File: src/hdl/assert_macros.svh
// Assertion helpers; clk and rst_n are taken from the enclosing module.
`ifndef ASSERT_MACROS_SVH
`define ASSERT_MACROS_SVH

// Same-cycle implication.
`define PSU_ASSERT_NOW(lbl, ante, cons, msg) \
  lbl: assert property (@(posedge clk) disable iff (!rst_n) (ante) |-> (cons)) \
    else $error(msg);

// Next-cycle implication.
`define PSU_ASSERT_NXT(lbl, ante, cons, msg) \
  lbl: assert property (@(posedge clk) disable iff (!rst_n) (ante) |=> (cons)) \
    else $error(msg);

`endif

File: src/hdl/psu_pkg.sv
package psu_pkg;

  localparam int unsigned FRAME_SAMPLES = 307200;

  localparam int BYTE_W   = 8;
  localparam int STORE_W  = 24;
  localparam int HELD_W   = 5;
  localparam int WIDTH_W  = 5;
  localparam int SAMPLE_W = 16;
  localparam int CNT_W    = 19;

  localparam logic [WIDTH_W-1:0] WIDTH_RST = 5'd11;
  localparam logic [WIDTH_W-1:0] WIDTH_MIN = 5'd8;
  localparam logic [WIDTH_W-1:0] WIDTH_MAX = 5'd16;
  localparam logic [HELD_W-1:0]  HELD_CAP  = 5'd24;
  localparam logic [CNT_W-1:0]   FRAME_LAST = CNT_W'(FRAME_SAMPLES);

  typedef struct packed {
    logic [BYTE_W-1:0] byte_in;
    logic              frame_start;
  } in_word_t;

  typedef struct packed {
    logic [SAMPLE_W-1:0] sample;
    logic                frame_end;
  } out_word_t;

  // One pending extraction: accumulator snapshot, bit offset, width and frame-end flag.
  typedef struct packed {
    logic [STORE_W-1:0] store;
    logic [HELD_W-1:0]  shift;
    logic [WIDTH_W-1:0] width;
    logic               last;
  } cmd_t;

  // Saturate the configured width into 8..16.
  function automatic logic [WIDTH_W-1:0] eff_width(input logic [WIDTH_W-1:0] w);
    logic [WIDTH_W-1:0] r;
    if (w < WIDTH_MIN) begin
      r = WIDTH_MIN;
    end else if (w > WIDTH_MAX) begin
      r = WIDTH_MAX;
    end else begin
      r = w;
    end
    return r;
  endfunction

endpackage

File: src/hdl/psu_front.sv
module psu_front (
  input  logic                            clk,
  input  logic                            rst_n,
  input  logic                            cfg_wr_en,
  input  logic [psu_pkg::WIDTH_W-1:0]     cfg_wr_data,
  input  logic                            accept,
  input  psu_pkg::in_word_t               in_word,
  output logic                            cmd_push,
  output psu_pkg::cmd_t                   cmd
);

  logic [psu_pkg::WIDTH_W-1:0] width_r;
  logic [psu_pkg::STORE_W-1:0] store_r, store_nxt, store_base;
  logic [psu_pkg::HELD_W-1:0]  held_r, held_nxt, held_base, held_sum, held_left;
  logic [psu_pkg::CNT_W-1:0]   cnt_r, cnt_nxt, cnt_base, cnt_inc;
  logic [psu_pkg::HELD_W:0]    sum_wide;
  logic [psu_pkg::WIDTH_W-1:0] w;
  logic                        emit, last;

  always_comb begin
    w          = psu_pkg::eff_width(width_r);
    store_base = in_word.frame_start ? '0 : store_r;
    held_base  = in_word.frame_start ? '0 : held_r;
    cnt_base   = in_word.frame_start ? '0 : cnt_r;
    store_nxt  = {store_base[psu_pkg::STORE_W-psu_pkg::BYTE_W-1:0], in_word.byte_in};
    sum_wide   = {1'b0, held_base} + (psu_pkg::HELD_W+1)'(psu_pkg::BYTE_W);
    held_sum   = (sum_wide > {1'b0, psu_pkg::HELD_CAP}) ? psu_pkg::HELD_CAP
                                                       : sum_wide[psu_pkg::HELD_W-1:0];
    emit       = (held_sum >= w);
    held_left  = held_sum - w;
    cnt_inc    = cnt_base + 1'b1;
    last       = (cnt_inc >= psu_pkg::FRAME_LAST);
    held_nxt   = emit ? held_left : held_sum;
    cnt_nxt    = emit ? (last ? '0 : cnt_inc) : cnt_base;
  end

  assign cmd_push  = accept && emit;
  assign cmd.store = store_nxt;
  assign cmd.shift = held_left;
  assign cmd.width = w;
  assign cmd.last  = last;

  always_ff @(posedge clk) begin
    if (!rst_n) begin
      width_r <= psu_pkg::WIDTH_RST;
      store_r <= '0;
      held_r  <= '0;
      cnt_r   <= '0;
    end else begin
      if (cfg_wr_en) begin
        width_r <= cfg_wr_data;
      end
      if (accept) begin
        store_r <= store_nxt;
        held_r  <= held_nxt;
        cnt_r   <= cnt_nxt;
      end
    end
  end

`include "assert_macros.svh"

  `PSU_ASSERT_NOW(a_held_below_width, 1'b1, held_r < psu_pkg::WIDTH_MAX, "leftover bits reach a full sample")
  `PSU_ASSERT_NOW(a_cnt_in_frame, 1'b1, cnt_r < psu_pkg::FRAME_LAST, "sample counter past frame size")

endmodule

File: src/hdl/psu_cmd_q.sv
module psu_cmd_q (
  input  logic          clk,
  input  logic          rst_n,
  input  logic          push,
  input  psu_pkg::cmd_t cmd_in,
  output logic          full,
  input  logic          pop,
  output psu_pkg::cmd_t cmd_out,
  output logic          empty
);

  psu_pkg::cmd_t slot_r [2];
  logic          wr_ptr_r, rd_ptr_r;
  logic [1:0]    count_r, count_nxt;
  logic          do_push, do_pop;

  assign full    = (count_r == 2'd2);
  assign empty   = (count_r == 2'd0);
  assign do_push = push && !full;
  assign do_pop  = pop && !empty;
  assign cmd_out = slot_r[rd_ptr_r];

  always_comb begin
    count_nxt = count_r;
    if (do_push && !do_pop) begin
      count_nxt = count_r + 2'd1;
    end else if (do_pop && !do_push) begin
      count_nxt = count_r - 2'd1;
    end
  end

  always_ff @(posedge clk) begin
    if (do_push) begin
      slot_r[wr_ptr_r] <= cmd_in;
    end
  end

  always_ff @(posedge clk) begin
    if (!rst_n) begin
      wr_ptr_r <= 1'b0;
      rd_ptr_r <= 1'b0;
      count_r  <= '0;
    end else begin
      if (do_push) begin
        wr_ptr_r <= !wr_ptr_r;
      end
      if (do_pop) begin
        rd_ptr_r <= !rd_ptr_r;
      end
      count_r <= count_nxt;
    end
  end

`include "assert_macros.svh"

  `PSU_ASSERT_NXT(a_push_grows, do_push && !do_pop, count_r == $past(count_r) + 2'd1, "queue count missed a push")

endmodule

File: src/hdl/psu_back.sv
module psu_back (
  input  logic               clk,
  input  logic               rst_n,
  input  logic               cmd_empty,
  input  psu_pkg::cmd_t      cmd,
  output logic               cmd_pop,
  input  logic               pop,
  output logic               empty,
  output psu_pkg::out_word_t out_word
);

  psu_pkg::out_word_t          slot_r [2];
  psu_pkg::out_word_t          res;
  logic [psu_pkg::STORE_W-1:0] shifted;
  logic [psu_pkg::SAMPLE_W-1:0] mask;
  logic                        wr_ptr_r, rd_ptr_r;
  logic [1:0]                  count_r;
  logic                        do_pop;

  assign empty    = (count_r == 2'd0);
  assign do_pop   = pop && !empty;
  assign cmd_pop  = !cmd_empty && (count_r != 2'd2);
  assign out_word = slot_r[rd_ptr_r];

  // Extract the oldest 'width' valid bits, sitting just above 'shift'.
  always_comb begin
    shifted       = cmd.store >> cmd.shift;
    mask          = {psu_pkg::SAMPLE_W{1'b1}} >> (psu_pkg::WIDTH_MAX - cmd.width);
    res.sample    = shifted[psu_pkg::SAMPLE_W-1:0] & mask;
    res.frame_end = cmd.last;
  end

  always_ff @(posedge clk) begin
    if (cmd_pop) begin
      slot_r[wr_ptr_r] <= res;
    end
  end

  always_ff @(posedge clk) begin
    if (!rst_n) begin
      wr_ptr_r <= 1'b0;
      rd_ptr_r <= 1'b0;
      count_r  <= '0;
    end else begin
      if (cmd_pop) begin
        wr_ptr_r <= !wr_ptr_r;
      end
      if (do_pop) begin
        rd_ptr_r <= !rd_ptr_r;
      end
      unique case ({cmd_pop, do_pop})
        2'b10:   count_r <= count_r + 2'd1;
        2'b01:   count_r <= count_r - 2'd1;
        default: count_r <= count_r;
      endcase
    end
  end

`include "assert_macros.svh"

  `PSU_ASSERT_NXT(a_fill_shows, cmd_pop, !empty, "extracted sample not visible")

endmodule

File: src/hdl/packed_sample_unpacker.sv
// Packed sample unpacker: one byte per cycle in unless full, at most one sample per byte out.
// Each sample is registered in the command queue, then in the result queue feeding the ports.
// Throughput: 1 byte per cycle unless full; the 2-word command queue and 2-word result
// queue absorb short stalls on either side.
// Reset (rst_n low, synchronous): queues emptied, accumulator and frame counter cleared,
// sample width back to 11.
module packed_sample_unpacker (
  input  logic                        clk,
  input  logic                        rst_n,
  // configuration
  input  logic                        cfg_wr_en,
  input  logic [psu_pkg::WIDTH_W-1:0] cfg_wr_data,
  // byte side
  input  logic                        push,
  output logic                        full,
  input  psu_pkg::in_word_t           in_word,
  // sample side
  output logic                        empty,
  input  logic                        pop,
  output psu_pkg::out_word_t          out_word
);

  // Front -> queue -> back.
  psu_pkg::cmd_t cmd_w, cmd_q;
  logic          cmd_push, cmd_pop, cmd_full, cmd_empty;
  logic          accept;

  // Bytes are refused only when the command queue is full; bytes that
  // complete no sample still need a slot-free check, which keeps the
  // front simple and costs nothing at steady rate.
  assign full   = cmd_full;
  assign accept = push && !cmd_full;

  // Front: holds the bit accumulator, leftover count and frame counter,
  // decides per byte whether a sample completes.
  psu_front u_front (
    .clk         (clk),
    .rst_n       (rst_n),
    .cfg_wr_en   (cfg_wr_en),
    .cfg_wr_data (cfg_wr_data),
    .accept      (accept),
    .in_word     (in_word),
    .cmd_push    (cmd_push),
    .cmd         (cmd_w)
  );

  // Decoupling queue between classification and extraction.
  psu_cmd_q u_cmd_q (
    .clk     (clk),
    .rst_n   (rst_n),
    .push    (cmd_push),
    .cmd_in  (cmd_w),
    .full    (cmd_full),
    .pop     (cmd_pop),
    .cmd_out (cmd_q),
    .empty   (cmd_empty)
  );

  // Back: shift-and-mask extraction into the registered result queue.
  psu_back u_back (
    .clk       (clk),
    .rst_n     (rst_n),
    .cmd_empty (cmd_empty),
    .cmd       (cmd_q),
    .cmd_pop   (cmd_pop),
    .pop       (pop),
    .empty     (empty),
    .out_word  (out_word)
  );

endmodule

File: config.mk
export PLATFORM = sky130hd
export DESIGN_NAME = packed_sample_unpacker
export DESIGN_NICKNAME = d
export VERILOG_FILES = /design/src/hdl/psu_pkg.sv /design/src/hdl/psu_front.sv /design/src/hdl/psu_cmd_q.sv /design/src/hdl/psu_back.sv /design/src/hdl/packed_sample_unpacker.sv
export VERILOG_INCLUDE_DIRS = /design/src /design/src/hdl
export SDC_FILE = /design/constraint.sdc
export NUM_CORES = 1
export LEC_CHECK = 0
export BUFFER_PORTS_ARGS = -buffer_cell sky130_fd_sc_hd__buf_4
export CELL_PAD_IN_SITES_DETAIL_PLACEMENT = 1
export CELL_PAD_IN_SITES_GLOBAL_PLACEMENT = 1
export CORE_UTILIZATION = 35
export DETAILED_ROUTE_END_ITERATION = 6
export PLACE_DENSITY_LB_ADDON = 0.1
export SLEW_MARGIN = 25
export SYNTH_ARGS = -nofsm -noshare
export SYNTH_HDL_FRONTEND = slang
export SYNTH_SLANG_ARGS = --single-unit
File: constraint.sdc
create_clock -name clk -period 4.6 [get_ports clk]
set_clock_uncertainty 0.15 [all_clocks]
set_input_delay 0.23 -clock clk [delete_from_list [all_inputs] [get_ports clk]]
set_output_delay 0.23 -clock clk [all_outputs]
set_load 0.01 [all_outputs]
==> reports/qor.csv <==
metric,value,unit
Leak,3.50,nW
Post-CTS Hold Fix Bufs,18,
hpwl dp,15100,um
YS warnings,0,
layout net count,858,
GRT Total Usage,18.1,%
Post-Route WL,21200,um
post-synth top area share,37.6,%
Max VDD drop,0.000254,V
Top-Level Pins,38,
layout cells sized above 1,14.8,%
primary flip-flop cell chosen by synthesis mapping,edfxtp_1,
crit path max fanout,11,
die area,0.0243,mm^2
largest net degree at the start of global routing,56,
CTS Sinks,159,
asr flop ratio synth,0,%
Remaining DRCs,0,
worst r2r src,u_front.cnt_r[0]$_SDFFE_PN0P_,
clock root cell,clkbuf_16,
IO buf count,37,
hold path start,rst_n,
crit path kind,flip-flop to flip-flop,
vias per std cell,5.23,
setup TNS,0,ns
Critical Path Source,u_front.cnt_r[0]$_SDFFE_PN0P_,
Synth area leader,edfxtp_1,
Tmin final,3.65,ns
Cells after Synth,784,
Worst Hold Depth,2,
grt total ovfl,0,
buffer count from post-CTS setup fixing,0,
Critical Path RT,4.76,ns
initial core utilization,36.2,%
CP startpoint kind,flip-flop,
#FFs+latches synth,159,
Clock transition at path regs,0.07,ns
"Setup violations, final",0,
max cap viols,0,
count of pins over their slew limit,0,
antenna-violating nets left,0,
Worst Setup End Kind,flip-flop,
relative slew slack,34.5,%
post_cts resized,0,
Tightest Pin Transition,0.983,ns
area of the multi-input gates,0.00382,mm^2
synth top area cells,"edfxtp_1, dfxtp_1, mux2i_1",
status,completed,
Post-synth EDFFs,104,
Layout fillers,2465,
synthesized area,0.00830,mm^2
core area,0.0229,mm^2
mean post-synth cell area,10.6,um^2
register area,0.00423,mm^2
Worst Path Arrival,3.81,ns
Hold Path Sink,u_front.width_r[1]$_SDFFE_PN1P_,
RSZ-0062 raised after global routing,no,
per-cell routed wire length,18.4,um
"most common cell after layout, fill and taps aside",edfxtp_1,
Max Fclk,274,MHz
H-tree depth,4,
DR pass1 iterations,4,
most frequent cells in the layout,"edfxtp_1, nand2_1, mux2i_1",
clk_lat worst skew,0.43,ns
vias in the first global route,6248,
Reg2Reg Setup Slack,0.95,ns
Initial DRC Count,290,
Via Count,6017,
worst r2r dst,u_front.cnt_r[10]$_SDFFE_PN0P_,
CTS tree,yes,
die height,156,um
crit share post-route,79.2,%
"Seq/Total Area, Yosys",50.9,%
Die X-Extent,156,um
row count,55,
initial antenna violation count,0,
Layout area overhead,16.5,%
ANT cells,0,
PD cells,540,mW/mm^2
Max Buffers Root-to-Sink,2,
Power Total,5.22,mW
Post-Syn Nets,818,
post-synth cell types,60,
Final Hold Vio Count,0,
first-pass GRT wire length,33900,um
R2R depth,10,
class of the worst hold path,input port to flip-flop,
gp weighted congestion,0.817,
number of CTS-inserted buffers,17,
-- metal layers --
| layer | vias up | global-route usage (%) | wire length (um) |
|---|---|---|---|
| li1 | 2962 | - | - |
| met1 | 2960 | 22.8 | 9970 |
| met2 | 76 | 31.7 | 10500 |
| met3 | 19 | 2.72 | 490 |
| met4 | 0 | 5.46 | 254 |
| met5 | - | 0 | 0 |
-- final cells by class --
type / count / share of cell area [%]
inverter: 20 / 0.776
timing repair buffer: 70 / 5.98
multi-input combinational: 556 / 39.5
tap: 313 / 4.05
sequential: 159 / 43.7
clock inverter: 14 / 1.44
clock buffer: 18 / 4.54
-- power by group --
group          switching [mW]  internal (mW)
registers               0.151           1.84
clock network           0.664          0.737
logic                    1.07          0.752
-- cells in the mapped netlist, drive strengths merged, types with 8 or more instances --
cell type,n
mux2i,71
mux2,28
nor2b,40
a21o,11
dfxtp,55
and2,14
nand2,87
clkbuf,35
edfxtp,104
xnor2,8
or3,8
a21oi,41
nor2,37
ha,14
o21ai,31
nand3,22
a21boi,21
inv,19
nor3,12
a211oi,22
buf,14
-- logic make-up (layout without fill, tap and decap cells) --
| family | Yosys count | count (layout) | synth area share [%] |
|---|---|---|---|
| and+or+nand+nor | 256 | 256 | 15.4 |
| AOI/OAI and AO/OA | 173 | 173 | 14.1 |
| DFF | 159 | 159 | 50.9 |
| muxes | 101 | 101 | 12.9 |
| buffers and inverters | 69 | 122 | 3.20 |
| adders and majority gates | 15 | 15 | 2.35 |
| xor gates and xnor gates | 11 | 11 | 1.16 |
-- sequential cells by signal, indices dropped and copies added, names as in the netlist, named ones only --
name and cells:
u_front.width_r 5, u_cmd_q.slot_r 70, u_cmd_q.wr_ptr_r 1, u_back.rd_ptr_r 1
u_back.slot_r 34, u_front.held_r 5, u_front.store_r 16, u_cmd_q.count_r 2
u_back.wr_ptr_r 1, u_front.cnt_r 19, u_back.count_r 2, u_cmd_q.rd_ptr_r 1
-- worst max-delay path, cell delays in order, from the launching register on --
cell and delay (ns):
dfxtp_1 0.44, nor2b_1 0.20, ha_1 0.23, nand3_2 0.12, or4_1 0.68, or3_4 0.43, a221o_1 0.40, o22ai_4 0.37
a21oi_4 0.14, a21o_1 0.19, a22o_1 0.19
-- stage by stage --
stage / utilization (%) / std cells / worst slack (ns) / hold slack, ns / area [um^2]
2_1_floorplan: - / 784 / 0.727 / 0.179 / 8300
3_3_place_gp: 38.8 / 1099 / 1.04 / 0.287 / 8890
3_5_place_dp: 38.8 / 1099 / 0.909 / 0.292 / 8890
4_1_cts: 42.1 / 1149 / 0.985 / 0.0701 / 9650
5_1_grt: 42.2 / 1150 / 0.806 / 0.0852 / 9670
6_report: 42.2 / 1150 / 0.955 / 0.0692 / 9670
-- how the worst max path moves through the flow --
stage	cells past startpoint	slack (ns)	endpoint
floorplan	9	0.73	u_cmd_q.slot_r[0][0]$_DFFE_PP_
global placement	11	1.04	u_front.cnt_r[8]$_SDFFE_PN0P_
detailed placement	11	0.91	u_front.cnt_r[10]$_SDFFE_PN0P_
CTS	10	0.98	u_front.cnt_r[10]$_SDFFE_PN0P_
global route	10	0.81	u_front.cnt_r[10]$_SDFFE_PN0P_
finish	10	0.95	u_front.cnt_r[10]$_SDFFE_PN0P_
No activity file was read; power rests on OpenSTA's default activity.
